<file path="config.mk">
export PLATFORM = sky130hd
export DESIGN_NAME = whti_ctrl
export DESIGN_NICKNAME = d
export VERILOG_FILES = /design/src/sv/whti_pkg.sv /design/src/sv/whti_ctrl.sv
export SDC_FILE = /design/constraint.sdc
export NUM_CORES = 1
export LEC_CHECK = 0
export CAP_MARGIN = 30
export CORE_AREA = 3 3 40 42
export CTS_CLUSTER_DIAMETER = 60
export DETAILED_ROUTE_END_ITERATION = 8
export DIE_AREA = 0 0 43 45
export DONT_BUFFER_PORTS = 1
export PLACE_DENSITY_LB_ADDON = 0.1
export SETUP_SLACK_MARGIN = 0.2
export SLEW_MARGIN = 30
export SYNTH_ARGS = -nofsm -noshare
export SYNTH_HDL_FRONTEND = slang
export SYNTH_SLANG_ARGS = --single-unit
</file>
<file path="constraint.sdc">
create_clock -name aclk -period 2.2 [get_ports aclk]
set_input_delay 0.66 -clock aclk [delete_from_list [all_inputs] [get_ports aclk]]
set_output_delay 0.66 -clock aclk [all_outputs]
set_load 0.02 [all_outputs]
</file>
<file path="src/sv/whti_pkg.sv">
// Shared types, constants and character classes for the word hash table.
// Used by whti_ctrl, whti_dp and word_hash_table_insert; depends on nothing.
`default_nettype none

package whti_pkg;

    localparam int TABLE_SIZE   = 1024;
    localparam int MAX_WORD_LEN = 32;

    localparam int CHAR_W     = 8;
    localparam int TE_W       = 11;
    localparam int MULT_W     = 10;
    localparam int STATUS_W   = 3;
    localparam int SLOT_W     = 10;
    localparam int HASH_W     = 10;
    localparam int PROBES_W   = 11;
    localparam int M_TDATA_W  = 32;
    localparam int CFG_IDX_W  = 2;
    localparam int CFG_DATA_W = 11;

    localparam logic [TE_W-1:0]   TE_RESET   = 11'd1000;
    localparam logic [MULT_W-1:0] MULT_RESET = 10'd123;
    localparam logic [CHAR_W-1:0] APOSTROPHE = 8'd39;

    localparam logic [CFG_IDX_W-1:0] CFG_TABLE_ENTRIES = 2'd0;
    localparam logic [CFG_IDX_W-1:0] CFG_MULTIPLIER    = 2'd1;

    typedef enum logic [STATUS_W-1:0] {
        RES_INSERTED  = 3'd0,
        RES_DUPLICATE = 3'd1,
        RES_EMPTY     = 3'd2,
        RES_FULL      = 3'd3,
        RES_TOO_LONG  = 3'd4
    } res_code_t;

    typedef enum logic [3:0] {
        ST_CLEAR,
        ST_IDLE,
        ST_HASH,
        ST_END,
        ST_READ,
        ST_META,
        ST_COPY_RD,
        ST_COPY_WR,
        ST_CMP_RD,
        ST_CMP_CHK,
        ST_RESULT
    } state_t;

    // Controller to datapath
    typedef struct packed {
        logic      clr_step;
        logic      take;
        logic      div_step;
        logic      probe_start;
        logic      meta_rd;
        logic      meta_ins;
        logic      next_probe;
        logic      idx_clr;
        logic      idx_inc;
        logic      buf_rd;
        logic      chars_rd;
        logic      chars_wr;
        logic      set_code;
        res_code_t code;
        logic      res_load;
    } cmd_t;

    // Datapath to controller
    typedef struct packed {
        logic clr_last;
        logic in_hashed;
        logic in_last;
        logic div_last;
        logic last_q;
        logic overflow;
        logic len_zero;
        logic used;
        logic len_eq;
        logic probe_last;
        logic chars_eq;
        logic idx_last;
        logic out_free;
    } sts_t;

    // Punctuation other than the apostrophe is dropped
    function automatic logic is_dropped(input logic [CHAR_W-1:0] c);
        return (c != APOSTROPHE) &&
               (c inside {[8'd33:8'd47], [8'd58:8'd64], [8'd91:8'd96], [8'd123:8'd126]});
    endfunction

    // Letters and the apostrophe fold into the hash
    function automatic logic is_hashed(input logic [CHAR_W-1:0] c);
        return (c inside {[8'd65:8'd90], [8'd97:8'd122]}) || (c == APOSTROPHE);
    endfunction

endpackage

`default_nettype wire

</file>
<file path="src/sv/whti_ctrl.sv">
// Sequencer for the word hash table: clear pass, hashing, probe walk.
// Depends on whti_pkg; drives whti_dp through cmd_t and reads sts_t.
`default_nettype none

module whti_ctrl (
    input  wire logic          aclk,
    input  wire logic          aresetn,
    input  wire logic          s_tvalid,
    output logic               s_tready,
    input  wire whti_pkg::sts_t sts,
    output whti_pkg::cmd_t     cmd
);

    whti_pkg::state_t state_reg;
    whti_pkg::state_t state_next;

    // State register
    always_ff @(posedge aclk) begin
        if (!aresetn) begin
            state_reg <= whti_pkg::ST_CLEAR;
        end else begin
            state_reg <= state_next;
        end
    end

    // Next state
    always_comb begin
        state_next = state_reg;
        case (state_reg)
            whti_pkg::ST_CLEAR: begin
                if (sts.clr_last) state_next = whti_pkg::ST_IDLE;
            end
            whti_pkg::ST_IDLE: begin
                if (s_tvalid) begin
                    if (sts.in_hashed)    state_next = whti_pkg::ST_HASH;
                    else if (sts.in_last) state_next = whti_pkg::ST_END;
                end
            end
            whti_pkg::ST_HASH: begin
                if (sts.div_last) begin
                    state_next = sts.last_q ? whti_pkg::ST_END : whti_pkg::ST_IDLE;
                end
            end
            whti_pkg::ST_END: begin
                if (sts.overflow || sts.len_zero) state_next = whti_pkg::ST_RESULT;
                else                              state_next = whti_pkg::ST_READ;
            end
            whti_pkg::ST_READ: begin
                state_next = whti_pkg::ST_META;
            end
            whti_pkg::ST_META: begin
                if (!sts.used)           state_next = whti_pkg::ST_COPY_RD;
                else if (sts.len_eq)     state_next = whti_pkg::ST_CMP_RD;
                else if (sts.probe_last) state_next = whti_pkg::ST_RESULT;
                else                     state_next = whti_pkg::ST_READ;
            end
            whti_pkg::ST_COPY_RD: begin
                state_next = whti_pkg::ST_COPY_WR;
            end
            whti_pkg::ST_COPY_WR: begin
                state_next = sts.idx_last ? whti_pkg::ST_RESULT : whti_pkg::ST_COPY_RD;
            end
            whti_pkg::ST_CMP_RD: begin
                state_next = whti_pkg::ST_CMP_CHK;
            end
            whti_pkg::ST_CMP_CHK: begin
                if (!sts.chars_eq) begin
                    state_next = sts.probe_last ? whti_pkg::ST_RESULT : whti_pkg::ST_READ;
                end else begin
                    state_next = sts.idx_last ? whti_pkg::ST_RESULT : whti_pkg::ST_CMP_RD;
                end
            end
            whti_pkg::ST_RESULT: begin
                if (sts.out_free) state_next = whti_pkg::ST_IDLE;
            end
            default: begin
                state_next = whti_pkg::ST_IDLE;
            end
        endcase
    end

    // Commands
    always_comb begin
        cmd      = '0;
        cmd.code = whti_pkg::RES_INSERTED;
        s_tready = 1'b0;
        case (state_reg)
            whti_pkg::ST_CLEAR: begin
                cmd.clr_step = 1'b1;
            end
            whti_pkg::ST_IDLE: begin
                s_tready = 1'b1;
                cmd.take = s_tvalid;
            end
            whti_pkg::ST_HASH: begin
                cmd.div_step = 1'b1;
            end
            whti_pkg::ST_END: begin
                cmd.probe_start = 1'b1;
                if (sts.overflow) begin
                    cmd.set_code = 1'b1;
                    cmd.code     = whti_pkg::RES_TOO_LONG;
                end else if (sts.len_zero) begin
                    cmd.set_code = 1'b1;
                    cmd.code     = whti_pkg::RES_EMPTY;
                end
            end
            whti_pkg::ST_READ: begin
                cmd.meta_rd = 1'b1;
            end
            whti_pkg::ST_META: begin
                cmd.idx_clr = 1'b1;
                if (!sts.used) begin
                    cmd.meta_ins = 1'b1;
                end else if (!sts.len_eq) begin
                    if (sts.probe_last) begin
                        cmd.set_code = 1'b1;
                        cmd.code     = whti_pkg::RES_FULL;
                    end else begin
                        cmd.next_probe = 1'b1;
                    end
                end
            end
            whti_pkg::ST_COPY_RD: begin
                cmd.buf_rd = 1'b1;
            end
            whti_pkg::ST_COPY_WR: begin
                cmd.chars_wr = 1'b1;
                if (sts.idx_last) begin
                    cmd.set_code = 1'b1;
                    cmd.code     = whti_pkg::RES_INSERTED;
                end else begin
                    cmd.idx_inc = 1'b1;
                end
            end
            whti_pkg::ST_CMP_RD: begin
                cmd.buf_rd   = 1'b1;
                cmd.chars_rd = 1'b1;
            end
            whti_pkg::ST_CMP_CHK: begin
                if (!sts.chars_eq) begin
                    if (sts.probe_last) begin
                        cmd.set_code = 1'b1;
                        cmd.code     = whti_pkg::RES_FULL;
                    end else begin
                        cmd.next_probe = 1'b1;
                    end
                end else if (sts.idx_last) begin
                    cmd.set_code = 1'b1;
                    cmd.code     = whti_pkg::RES_DUPLICATE;
                end else begin
                    cmd.idx_inc = 1'b1;
                end
            end
            whti_pkg::ST_RESULT: begin
                cmd.res_load = sts.out_free;
            end
            default: begin
                cmd = '0;
            end
        endcase
    end

endmodule

`default_nettype wire

</file>
==> results of run 1 <==
## worst max-delay path, cell delays in order, from the launching register on
cell      delay [ns]
dfxtp_2         0.31
nand2b_4        0.14
or2_4           0.28
nor3_4          0.14
a21o_1          0.18
nand3b_1        0.25
## Yosys cell counts
cell,number
a31oi_1,1
buf_2,1
clkbuf_1,4
and2_1,2
nand2b_1,3
buf_6,1
and4bb_2,1
or3_4,1
a21oi_1,7
a211oi_1,1
dfxtp_1,4
o31ai_1,1
o21ai_0,7
mux2_2,1
nor4_1,2
nor2_1,14
nand2b_4,1
nor3_1,9
a21o_1,2
nand2_1,4
nor4b_1,2
inv_1,3
mux2i_1,2
nand3b_1,2
nor2b_1,1
or2_1,1
nand2_2,1
or2_2,1
o21ai_2,2
nor3_2,1
nand3_1,3
clkinv_2,1
## layer usage
layer	global-route usage	wire length (um)
met2	0.404	922
met5	0	0
met1	0.224	763
met3	0.0598	142
met4	0.0181	19
## stage by stage
stage,hold WS (ns),area (sq um)
finish,0.582,958
detailed placement,0.681,682
CTS,0.574,877
global route,0.579,958
floorplan,0.605,584
global placement,0.669,682
## final timing paths
path,to,depth (start not counted)
setup / recovery,cmd[4],5
hold / removal,state_reg[1]$_SDFFE_PN0P_,2
setup reg to reg,state_reg[2]$_SDFFE_PN0P_,11
hold reg to reg,state_reg[3]$_SDFFE_PN0P_,4
## power groups by stage
stage	registers (mW)	clock network, mW	logic, mW
floorplan	0.0857	0	0.0908
global placement	0.0852	0	0.127
detailed placement	0.0852	0	0.127
CTS	0.0858	0.0950	0.145
global route	0.0864	0.0995	0.174
finish	0.0858	0.0877	0.159
## cells in the final DEF (no fill, tap or decap)
cell type,count
a211oi_1,1
a21o_1,2
a21oi_1,6
a21oi_4,1
a31oi_1,1
and2_4,2
and4bb_2,1
buf_4,25
buf_6,6
clkbuf_4,3
dfxtp_2,4
inv_1,3
inv_4,1
mux2_4,1
mux2i_1,2
nand2_1,4
nand2_2,1
nand2b_1,1
nand2b_4,3
nand3_1,3
nand3b_1,2
nor2_1,9
nor2_4,5
nor2b_1,1
nor3_1,6
nor3_2,2
nor3_4,2
nor4_1,1
nor4_4,1
nor4b_1,1
nor4b_2,1
o21ai_0,6
o21ai_2,3
o31ai_1,1
or2_2,1
or2_4,1
or3_4,1
## cell type report
type	count	area (sq um)	share of cell area
Multi-Input combinational cell	73	559	0.584
Timing Repair Buffer	31	255	0.266
Sequential cell	4	85.1	0.0888
Clock buffer	3	22.5	0.0235
Tap cell	15	18.8	0.0196
Inverter	4	17.5	0.0183
## logic make-up (layout without fill, tap and decap cells)
group	after synthesis	after routing	synth area share
flip-flops	4	4	0.143
multiplexers	3	3	0.0559
AND/OR/NAND/NOR	49	49	0.494
buffers and inverters	10	38	0.0850
AO/OA/AOI/OAI	21	21	0.221
## what timing repair did
action                     4_1_cts  5_1_grt
buffers inserted                13        2
resized for setup               21       17
pin swaps                        7        7
setup endpoints to repair        9        9
==> impl_metrics.tcl, run 1 <==
set metrics [dict create \
    hp-class "in2reg" \
    row_count 13 \
    dieArea_sq_um 1940 \
    hold_viol 0 \
    power_density_nw_per_um2 347 \
    clkSinkCount 4 \
    synth_cell_type_count 32 \
    tns_ns 0 \
    grt_pass1_wl_mm 3.05 \
    place_hpwl_mm 1.20 \
    grt-ovfl-total 0 \
    rr_startpoint "state_reg[1]$_SDFFE_PN0P_" \
    synth.cell_area_sq_um 559 \
    pin_count 34 \
    finalCritPeriodShare 0.991 \
    start_kind "flip-flop" \
    power_leakage_nw 0.415 \
    grt_antenna_before_repair 0 \
    seqPwrFrac 0.258 \
    synthTopCellsByArea "dfxtp_1 (14%), nor2_1 (9.4%), nor3_1 (8.1%)" \
    grt_pass1_vias 697 \
    root_buffer "clkbuf_4" \
    drt-wirelength-per-cell_um 14.2 \
    viasPerCell 5.61 \
    internal_power_mw 0.213 \
    rrSetupSlack_ns 0.49 \
    fill_cells 103 \
    yosysWarnings 0 \
    cts.hold.buffers_added 0 \
    grt_max_degree 13 \
    maxCapViolCount 0 \
    cp.required_ns 1.54 \
    avgSynthCellArea_sq_um 6.43 \
    finalMaxSlewViolations 0 \
    clkLatencyLatePin_ns 0.23 \
    ys_seq_area_frac 0.143 \
    fin_util 0.746 \
    cp.arrival_ns 1.52 \
    ys_ff_latch 4 \
    final_cells 130 \
    pwr-share-clk 0.264 \
    rsz0062_at_grt "yes" \
    syn-num-nets 103 \
    path_class "reg2out" \
    diodes 0 \
    finalCriticalPeriod_ns 2.18 \
    hold_path_startpoint "aresetn" \
    end_kind "output pin" \
    power_frac_comb 0.478 \
    outcome "finished clean" \
    syn_inst 87 \
    initial_core_util 0.435 \
    coreArea_sq_um 1280 \
    power.total_mw 0.333 \
    postRouteAntennaNets 0 \
    max_freq_ghz 0.459 \
    drc 0 \
    netlist.area_leader.share 0.143 \
    fin_ws_ns 0.0200 \
    maxSlewHeadroom 0.719 \
    gp_congestion 0.805 \
    tightest_slew_ns 0.418 \
    cts_buffers 3 \
    final_nets 133 \
    vias 729 \
    cts_tree "yes" \
    grt.total_usage 0.205 \
    placed_cells 112 \
    critical_path.max_fanout 4 \
    skew_ns 0.00371 \
    wl_mm 1.85 \
    chipHeight_um 45 \
    switching_power_mw 0.120 \
    drive_gt1_frac 0.565 \
    dr.pass1.iters 2 \
    largest_reg_flops 4 \
    area_growth_pct 71.4 \
    portBuffers 0 \
    clockBufferDepth 2 \
    htreeDepth 1 \
    path_clk_slew_ns 0.03 \
    yosys.area.top_type "dfxtp_1" \
    drtIter0Drc 3 \
    switching_share 0.360 \
    die_width_um 43 \
    dpl_worst_slack_ns 0.156 \
    startpoint "state_reg[1]$_SDFFE_PN0P_" \
    setup_viol 0 \
    ir_drop_v 0.000346 \
]
No activity file was read; power rests on OpenSTA's default activity.
==> inputs of run 2 (changes only) <==
Settings changed: CORE_AREA 3 3 40 42 to 2 2 39 41, DIE_AREA 0 0 43 45 to 0 0 41 43.
==> impl_metrics.tcl, run 2 (synthesized netlist as in run 1, its figures left out) <==
set metrics [dict create \
    critPathBufInv 0 \
    clockBufferDepth 2 \
    grt.total_usage 0.206 \
    htreeDepth 1 \
    start_kind "flip-flop" \
    finalMaxSlewViolations 0 \
    path_delay_family "simple AND/OR/NAND/NOR gates" \
    cts_buffers 3 \
    grt-ovfl-total 0 \
    row_count 14 \
    outcome "finished clean" \
    finalCriticalPeriod_ns 2.16 \
    vias 716 \
    finalCritPeriodShare 0.980 \
    setup_viol 0 \
    drtIter0Drc 9 \
    viasPerCell 5.82 \
    end_kind "output pin" \
    clkLatencyLatePin_ns 0.25 \
    critical_path.max_fanout 5 \
    hold_viol 0 \
    grt_pass1_vias 592 \
    power_leakage_nw 0.356 \
    area_growth_pct 57.9 \
    grt_antenna_before_repair 0 \
    tightest_slew_ns 0.395 \
    pin_count 34 \
    grt_pass1_wl_mm 2.38 \
    chipHeight_um 43 \
    ir_drop_v 0.000248 \
    cp.arrival_ns 1.50 \
    maxSlewHeadroom 0.734 \
    drive_gt1_frac 0.514 \
    crit_path_top_delay_cell "dfxtp_2" \
    wl_mm 1.71 \
    cp.required_ns 1.54 \
    drt-wirelength-per-cell_um 13.9 \
    stdcell_area_sq_um 883 \
    dieArea_sq_um 1760 \
    final_nets 125 \
    final_common_cell "buf_4" \
    place_hpwl_mm 1.24 \
    cts_tree "yes" \
    largest_reg_flops 4 \
    drc 0 \
    placed_area_sq_um 691 \
    rsz0062_at_grt "yes" \
    grt_max_degree 12 \
    final_cell_mix "buf_4 (15), nor2_1 (9), buf_6 (8)" \
    max_stage_delay_ns 0.32 \
    portBuffers 0 \
    coreArea_sq_um 1380 \
    skew_ns 0.0104 \
    path_clk_slew_ns 0.03 \
    gp_congestion 0.741 \
    root_buffer "clkbuf_4" \
    postRouteAntennaNets 0 \
    hp-class "in2reg" \
    die_width_um 41 \
    power_density_nw_per_um2 377 \
    diodes 0 \
    maxCapViolCount 0 \
    clkSinkCount 4 \
    path_class "reg2out" \
    initial_core_util 0.404 \
    timing.hold.ws_ns 0.568 \
    max_freq_ghz 0.464 \
    dr.pass1.iters 4 \
    cp_cell_sequence "nand2b_4, or2_4, nor3_4, a21o_1, nand3b_1" \
]
-- run 2: power breakdown --
part           leakage (nW)  internal [mW]  switching, mW
logic                 0.307         0.0682         0.0826
registers            0.0346         0.0779        0.00694
clock network        0.0138         0.0614         0.0362
total                 0.356          0.207          0.126
-- run 2: final timing paths --
check | to | cells past startpoint | from | slack [ns]
hold reg to reg | state_reg[2]$_SDFFE_PN0P_ | 3 | state_reg[2]$_SDFFE_PN0P_ | 0.62
hold / removal | state_reg[1]$_SDFFE_PN0P_ | 2 | aresetn | 0.57
setup / recovery | cmd[4] | 5 | state_reg[1]$_SDFFE_PN0P_ | 0.04
setup reg to reg | state_reg[1]$_SDFFE_PN0P_ | 6 | state_reg[2]$_SDFFE_PN0P_ | 0.69
-- run 2: layer usage --
layer | share of wire | wire length, um | global-route usage
met5 | 0 | 0 | 0
met3 | 0.079 | 135 | 0.0524
met2 | 0.54 | 918 | 0.341
met1 | 0.37 | 640 | 0.219
met4 | 0.0082 | 14 | 0.120
-- run 2: metrics by stage --
| stage | setup TNS [ns] | power (mW) | setup WS (ns) | util | std cells |
|---|---|---|---|---|---|
| after floorplan | 0 | 0.177 | 0.0305 | - | 87 |
| after global placement | 0 | 0.213 | 0.178 | 0.499 | 114 |
| after detailed placement | 0 | 0.214 | 0.157 | 0.499 | 114 |
| after CTS | 0 | 0.333 | 0.0386 | 0.594 | 121 |
| after global routing | -0.0323 | 0.358 | -0.0187 | 0.638 | 123 |
| final | 0 | 0.333 | 0.0435 | 0.638 | 123 |
-- run 2: cell type report --
class,instances,area (sq um)
Multi-Input combinational cell,73,529
Fill cell,136,500
Timing Repair Buffer,23,203
Sequential cell,4,87.6
Clock buffer,3,22.5
Inverter,4,21.3
Tap cell,16,20.0
-- run 2: timing repair --
item,4_1_cts,5_1_grt
hold buffers,0,0
endpoints found under the hold margin,0,0
pin swaps,3,6
setup buffers,4,2
gates resized for setup,22,14
endpoints found under the setup margin,9,11
-- run 2: worst register-to-register path, delay by kind of cell, from the launching register on --
family / cells / cell delay [ns]
buffers and inverters: 2 / 0.27
AO/OA/AOI/OAI: 2 / 0.42
flip-flops: 1 / 0.35
AND/OR/NAND/NOR: 2 / 0.38
